**src/design/swrca_pkg.sv**
```systemverilog
// ----------------------------------------------------------------------------
// swrca_pkg
// Widths, defaults and the result type of the sliding-window receiver.
// ----------------------------------------------------------------------------
package swrca_pkg;

  localparam int SEQ_W       = 31;
  localparam int ACK_W       = 32;
  localparam int IN_TDATA_W  = 32;
  localparam int OUT_TDATA_W = 40;
  localparam int WINDOW_DEF  = 32;
  localparam logic [SEQ_W-1:0] TOTAL_RESET = 31'd20000;

  typedef struct packed {
    logic              all_received;
    logic [ACK_W-1:0]  ack_number;
  } result_t;

endpackage

```
**src/design/sliding_window_receiver_cumulative_ack_unit.sv**
```systemverilog
// An accepted sequence number waits in the input register until the result register
// can take it, then its result word is loaded there and offered. Throughput: one word per
// cycle unless the output stalls; the window advance is a single find-first-clear
// over the bitmap followed by a rotate, done between the input and result registers.
// Reset (synchronous, active high) clears the expected number and the bitmap, sets
// the total count to 20000 and empties both registers; no clearing pass is needed.
// ----------------------------------------------------------------------------
// sliding_window_receiver_cumulative_ack_unit
// Receiver side of a sliding-window transfer returning cumulative acks.
// ----------------------------------------------------------------------------
module sliding_window_receiver_cumulative_ack_unit #(
  parameter int WINDOW = swrca_pkg::WINDOW_DEF
) (
  input  logic                              clk,
  input  logic                              rst,
  input  logic                              cfg_wr_en,
  input  logic [swrca_pkg::SEQ_W-1:0]       cfg_wr_data,  // total_count
  input  logic                              s_axis_tvalid,
  output logic                              s_axis_tready,
  input  logic [swrca_pkg::IN_TDATA_W-1:0]  s_axis_tdata,  // [30:0] seq_number
  output logic                              m_axis_tvalid,
  input  logic                              m_axis_tready,
  output logic [swrca_pkg::OUT_TDATA_W-1:0] m_axis_tdata   // [31:0] ack_number,
                                                           // [32] all_received
);

  localparam int SW = swrca_pkg::SEQ_W;

  logic               held_valid;
  logic [SW-1:0]      held_seq;
  logic               can_load;
  logic               advance;
  swrca_pkg::result_t result;

  assign advance = held_valid && can_load;

  swrca_in_reg u_in_reg (
    .clk        (clk),
    .rst        (rst),
    .in_valid   (s_axis_tvalid),
    .in_ready   (s_axis_tready),
    .in_seq     (s_axis_tdata[SW-1:0]),
    .advance    (advance),
    .held_valid (held_valid),
    .held_seq   (held_seq)
  );

  swrca_window #(
    .WINDOW (WINDOW)
  ) u_window (
    .clk         (clk),
    .rst         (rst),
    .cfg_wr_en   (cfg_wr_en),
    .cfg_wr_data (cfg_wr_data),
    .item_valid  (advance),
    .item_seq    (held_seq),
    .result      (result)
  );

  swrca_out_reg u_out_reg (
    .clk       (clk),
    .rst       (rst),
    .load      (advance),
    .result    (result),
    .can_load  (can_load),
    .out_valid (m_axis_tvalid),
    .out_ready (m_axis_tready),
    .out_data  (m_axis_tdata)
  );

endmodule

```
**src/design/swrca_in_reg.sv**
```systemverilog
// ----------------------------------------------------------------------------
// swrca_in_reg
// Input register for arriving sequence numbers.
// ----------------------------------------------------------------------------
module swrca_in_reg (
  input  logic                        clk,
  input  logic                        rst,
  input  logic                        in_valid,
  output logic                        in_ready,
  input  logic [swrca_pkg::SEQ_W-1:0] in_seq,
  input  logic                        advance,
  output logic                        held_valid,
  output logic [swrca_pkg::SEQ_W-1:0] held_seq
);

  // The register frees up in the same cycle its word moves on.
  assign in_ready = !held_valid || advance;

  always_ff @(posedge clk) begin
    if (rst) begin
      held_valid <= 1'b0;
    end else if (in_valid && in_ready) begin
      held_valid <= 1'b1;
    end else if (advance) begin
      held_valid <= 1'b0;
    end
  end

  always_ff @(posedge clk) begin
    if (in_valid && in_ready) begin
      held_seq <= in_seq;
    end
  end

endmodule

```
**src/design/swrca_window.sv**
```systemverilog
// ----------------------------------------------------------------------------
// swrca_window
// Expected sequence number, receive bitmap and total count register.
// ----------------------------------------------------------------------------
module swrca_window #(
  parameter int WINDOW = swrca_pkg::WINDOW_DEF
) (
  input  logic                        clk,
  input  logic                        rst,
  input  logic                        cfg_wr_en,
  input  logic [swrca_pkg::SEQ_W-1:0] cfg_wr_data,
  input  logic                        item_valid,
  input  logic [swrca_pkg::SEQ_W-1:0] item_seq,
  output swrca_pkg::result_t          result
);

  localparam int SW    = swrca_pkg::SEQ_W;
  localparam int AW    = swrca_pkg::ACK_W;
  localparam int D_W   = $clog2(WINDOW + 2);
  localparam int IDX_W = (WINDOW > 1) ? $clog2(WINDOW) : 1;

  // Bit i of the map stands for the slot of sequence number expected + i,
  // counted around the window, so an advance rotates the map. Bit 0 can hold
  // a mark that was left behind when a lowered total stopped an advance; it
  // then belongs to the number one full window ahead.
  logic [SW-1:0]     expected;
  logic [SW-1:0]     expected_next;
  logic [WINDOW-1:0] rel_map;
  logic [WINDOW-1:0] rel_map_next;
  logic [SW-1:0]     total;

  logic [SW-1:0]       diff;
  logic [SW-1:0]       remaining;
  logic                active;
  logic                in_order;
  logic                early;
  logic [D_W-1:0]      run_len;
  logic [D_W-1:0]      step;
  logic [D_W-1:0]      rot;
  logic [WINDOW-1:0]   kept;
  logic [2*WINDOW-1:0] rot_pair;

  always_comb begin
    diff      = item_seq - expected;
    remaining = total - expected;
    active    = expected < total;
    in_order  = active && (item_seq == expected);
    early     = active && (item_seq > expected) && (item_seq < total) &&
                (diff < SW'(WINDOW));

    // First clear slot above the expected one. The scan ends at the expected
    // number's own slot one lap ahead; past that everything is consumed.
    if (rel_map[0]) begin
      run_len = D_W'(WINDOW + 1);
    end else begin
      run_len = D_W'(WINDOW);
    end
    for (int i = WINDOW - 1; i >= 1; i--) begin
      if (!rel_map[i]) begin
        run_len = D_W'(i);
      end
    end

    // The advance stops at the total count.
    if (SW'(run_len) > remaining) begin
      step = remaining[D_W-1:0];
    end else begin
      step = run_len;
    end

    // Clear the slots the advance passes over, then rotate the map.
    kept = rel_map;
    for (int i = 1; i < WINDOW; i++) begin
      if (D_W'(i) < step) begin
        kept[i] = 1'b0;
      end
    end
    if (step > D_W'(WINDOW)) begin
      kept[0] = 1'b0;
    end
    if (step >= D_W'(WINDOW)) begin
      rot = step - D_W'(WINDOW);
    end else begin
      rot = step;
    end
    rot_pair = {kept, kept} >> rot;

    expected_next = expected;
    rel_map_next  = rel_map;
    if (in_order) begin
      expected_next = expected + SW'(step);
      rel_map_next  = rot_pair[WINDOW-1:0];
    end else if (early) begin
      rel_map_next = rel_map | (WINDOW'(1) << diff[IDX_W-1:0]);
    end

    result.ack_number   = AW'({1'b0, expected_next}) - AW'(1);
    result.all_received = expected_next >= total;
  end

  always_ff @(posedge clk) begin
    if (rst) begin
      expected <= '0;
      rel_map  <= '0;
      total    <= swrca_pkg::TOTAL_RESET;
    end else begin
      if (cfg_wr_en) begin
        total <= cfg_wr_data;
      end
      if (item_valid) begin
        expected <= expected_next;
        rel_map  <= rel_map_next;
      end
    end
  end

endmodule

```
**src/design/swrca_out_reg.sv**
```systemverilog
// ----------------------------------------------------------------------------
// swrca_out_reg
// Result register that drives the outgoing stream.
// ----------------------------------------------------------------------------
module swrca_out_reg (
  input  logic                              clk,
  input  logic                              rst,
  input  logic                              load,
  input  swrca_pkg::result_t                result,
  output logic                              can_load,
  output logic                              out_valid,
  input  logic                              out_ready,
  output logic [swrca_pkg::OUT_TDATA_W-1:0] out_data
);

  localparam int OW = swrca_pkg::OUT_TDATA_W;
  localparam int AW = swrca_pkg::ACK_W;

  swrca_pkg::result_t held;

  assign can_load = !out_valid || out_ready;
  assign out_data = {{(OW - AW - 1){1'b0}}, held.all_received, held.ack_number};

  always_ff @(posedge clk) begin
    if (rst) begin
      out_valid <= 1'b0;
    end else if (load) begin
      out_valid <= 1'b1;
    end else if (out_ready) begin
      out_valid <= 1'b0;
    end
  end

  always_ff @(posedge clk) begin
    if (load) begin
      held <= result;
    end
  end

endmodule

```
**config.mk**
```make
export PLATFORM = sky130hd
export DESIGN_NAME = sliding_window_receiver_cumulative_ack_unit
export DESIGN_NICKNAME = d
export VERILOG_FILES = /design/src/design/swrca_pkg.sv /design/src/design/sliding_window_receiver_cumulative_ack_unit.sv /design/src/design/swrca_in_reg.sv /design/src/design/swrca_window.sv /design/src/design/swrca_out_reg.sv
export SDC_FILE = /design/constraint.sdc
export NUM_CORES = 1
export LEC_CHECK = 0
export ABC_AREA = 1
export BUFFER_PORTS_ARGS = -buffer_cell sky130_fd_sc_hd__clkbuf_2
export CAP_MARGIN = 20
export CORE_ASPECT_RATIO = 1.5
export CORE_MARGIN = 8
export CORE_UTILIZATION = 45
export CTS_BUF_LIST = sky130_fd_sc_hd__clkbuf_8
export DETAILED_ROUTE_END_ITERATION = 16
export PLACE_DENSITY_LB_ADDON = 0.1
export SKIP_LAST_GASP = 1
export SLEW_MARGIN = 15
export SYNTH_ARGS = -nofsm -noshare
export SYNTH_HDL_FRONTEND = slang
export SYNTH_HIERARCHICAL = 1
export SYNTH_SLANG_ARGS = --single-unit
```
**constraint.sdc**
```tcl
create_clock -name clk -period 8.45 [get_ports clk]
set_input_delay 1.69 -clock clk [delete_from_list [all_inputs] [get_ports clk]]
set_output_delay 1.69 -clock clk [all_outputs]
set_load 0.02 [all_outputs]
```
==> results by group <==
Critical path
  • WP data arrival: 8150 ps
  • CP Class: flip-flop to flip-flop
  • Crit-path slowest cell: or4_4
  • Worst-path maximum fanout: 5
  • CP max stage delay: 590 ps
  • Critical Path Sink Type: flip-flop
  • Most common cell on crit path: nand2_1
  • Nature of the critical path startpoint: flip-flop
  • Worst EP required: 8700 ps

Yosys
  • Main flop type after synthesis: dfxtp_1
  • Avg Synthesized Cell Area: 6.695 µm²
  • Syn Inst Count: 2265
  • Synth Cell Area: 15160 µm²
  • Post-synth EDFFs: 64
  • Distinct cells, synth: 68
  • Synth warn: 6
  • Synth Register Bits: 160
  • Post-synthesis sequential area ratio: 25.35%
  • Synth async-reset ratio: 0%

Detailed routing
  • Vias after detailed routing: 15960
  • First-pass detailed-route iteration total: 5
  • Post-Route M1 WL: 20.05 mm
  • Post-DRT Antenna Nets: 0
  • Met3 wire length: 2.298 mm
  • DR WL met2: 31.07 mm
  • Top layer in use: met4
  • WL per Instance: 21.33 µm
  • Drt total wl: 59.53 mm
  • Post-route DRC: 0
  • Initial DRC count: 1238
  • Vias per inst: 5.719

Layout
  • Commonest cells after routing, fill and taps aside: 491 x nand2_1, 308 x nand3_1, 270 x inv_1, 205 x a21oi_1, 134 x ha_1
  • Fill cell count: 3539
  • P&R area growth vs syn: 10.13%
  • Sequential Area: 3845 µm²
  • Inserted Diodes: 0
  • Final Core Density: 50.08%
  • Area of the multi-input gates: 10020 µm²
  • Share of cells above drive strength 1: 11.43%
  • Final nets: 2564
  • Commonest non-fill, non-tap cell in the layout: nand2_1

STA
  • Fin crit period: 7898 ps
  • Slew HR: 35.33%
  • Peak Freq: 126.6 MHz
  • Worst-Margin Slew: 967.9 ps
  • Setup ws final: 551.8 ps
  • Hold WS: 494.4 ps
  • Final hold vios: 0
  • Clk_skew: 22.95 ps
  • Tcrit/Tclk final: 93.47%
  • TNS Setup: 0 ps
  • Fin. max-slew vios: 0
  • # setup viols final: 0

Clocking
  • Insertion delay to the later sink of the worst-skew pair: 510 ps
  • Root Buffer: clkbuf_8
  • Clock transition at path regs: 90 ps
  • TritonCTS Buffers: 17
  • Hold Buf Count CTS: 0
  • Sink Count: 160
  • H-tree depth: 4
  • Longest Clk Path Bufs: 2
  • TritonCTS clock tree: built

GRT
  • Initial antenna violation count: 0
  • Grt total ovfl: 0
  • Largest net degree at the start of global routing: 72
  • Number of global-route vias before repair: 15680
  • First-pass GRT wire length: 88.82 mm
  • All-Layer GR Usage: 29.41%

Power and ir drop
  • Pwr/cell area: 143.8 nW/µm²
  • Worst vdd ir: 108.0 µV
  • Pwr Total: 0.002401 W
  • Pleak: 7.788 nW

Die
  • Row cnt: 82
  • I/O pins: 110
  • Die X: 165.9 µm
  • Starting Density: 45.47%
  • DIE AREA: 39950 µm²
  • Core area: 33340 µm²
  • Die Ht: 240.8 µm

Placed design
  • Post-DP HPWL: 48.65 mm
  • Placement Setup Slack: 400.0 ps
  • # port buffers: 101
  • Placer Congestion: 0.9942

Job
  • Max cap viols: 0

Outcome
  • Run status: finished clean

Worst hold path
  • Hold Crit Class: flip-flop to flip-flop
[cell usage after synthesis, types with 7 or more instances]
| cell type | instances | share of area [%] |
|---|---|---|
| buf_2 | 9 | 0.30 |
| nand4_1 | 47 | 1.9 |
| o21ai_0 | 121 | 4.0 |
| xnor2_1 | 15 | 0.87 |
| edfxtp_1 | 64 | 13 |
| o21ai_1 | 9 | 0.30 |
| buf_4 | 10 | 0.50 |
| inv_1 | 269 | 6.7 |
| nand2_2 | 15 | 0.62 |
| o211ai_1 | 12 | 0.59 |
| nand3_1 | 308 | 10 |
| buf_1 | 13 | 0.32 |
| inv_2 | 11 | 0.27 |
| nor3_1 | 48 | 1.6 |
| ha_1 | 135 | 11 |
| xor2_1 | 71 | 4.1 |
| nor2_1 | 126 | 3.1 |
| a211oi_1 | 8 | 0.40 |
| a21oi_1 | 206 | 6.8 |
| nor4_1 | 15 | 0.62 |
| a21o_1 | 7 | 0.35 |
| clkbuf_1 | 45 | 1.1 |
| dfxtp_1 | 96 | 13 |
| nand2_1 | 492 | 12 |
| nor2_2 | 7 | 0.29 |
[critical path: cells and delay by family (launching register included)]
family                   cells  cell delay [ps]
AO/OA/AOI/OAI                4              570
XOR/XNOR                     1              190
adder cells (fa/ha/maj)      4             1230
buffers and inverters        7              670
flip-flops                   1              350
AND/OR/NAND/NOR             47             4610
[through the flow]
| step | instance area [µm²] | instances |
|---|---|---|
| final | 16700 | 2791 |
| after global routing | 16700 | 2791 |
| after CTS | 16590 | 2786 |
| after detailed placement | 16200 | 2754 |
| after global placement | 16200 | 2754 |
| after floorplan | 15190 | 2271 |
[layout make-up]
class	count	area share (%)
multi-input cells	1750	59.98
clock buffers	18	1.483
flip-flops and latches	160	23.02
well taps	420	3.147
clock inverters	14	0.8691
inverters	283	6.368
repair buffers	146	5.125
[registers in the layout, summed over array words and instances, names as in the netlist]
name                 cells
u_in_reg/held_seq       31
u_window/total          31
u_out_reg/out_data      33
u_out_reg/out_valid      1
u_window/rel_map        32
u_in_reg/held_valid      1
u_window/expected       31
[final timing paths]
kind / startpoint / cells past startpoint / slack [ps] / endpoint
hold reg to reg: u_out_reg/out_valid$_SDFFE_PP0P_ / 2 / 490 / u_out_reg/out_valid$_SDFFE_PP0P_
setup reg to reg: u_window/rel_map[0]$_SDFFE_PP0P_ / 63 / 550 / u_out_reg/out_data[32]$_DFFE_PP_
hold / removal: u_out_reg/out_valid$_SDFFE_PP0P_ / 2 / 490 / u_out_reg/out_valid$_SDFFE_PP0P_
setup / recovery: u_window/rel_map[0]$_SDFFE_PP0P_ / 63 / 550 / u_out_reg/out_data[32]$_DFFE_PP_
[routing by layer]
layer  vias to the layer above  global-route usage [%]
met1                      7287                   26.52
met3                       234                   3.929
met2                       567                   56.01
met5                         -                       0
met4                         0                   28.65
li1                       7874                       -
[kinds of logic after synthesis]
group / after synthesis / synth area share [%]
muxes: 1 / 0.09075
xor gates and xnor gates: 86 / 4.967
adders and majority gates: 138 / 11.54
other: 1 / 0.02473
buffers and inverters: 361 / 9.316
and+or+nand+nor: 1105 / 33.39
AOI/OAI and AO/OA: 413 / 15.33
DFF: 160 / 25.35
[report_power, final]
part | switching (W) | internal, W | leakage (nW)
Combinational | 0.000612 | 0.000296 | 6.19
Clock | 0.000328 | 0.000269 | 0.195
Sequential | 0.0000348 | 0.000862 | 1.40
Total | 0.000974 | 0.00143 | 7.79
[what timing repair did]
item | in CTS | in global routing
setup endpoints to repair | 0 | 11
gates resized for setup | 0 | 15
endpoints found under the hold margin | 0 | 0
setup buffers | 0 | 5
Note: power is estimated with default switching activity, not from simulation.
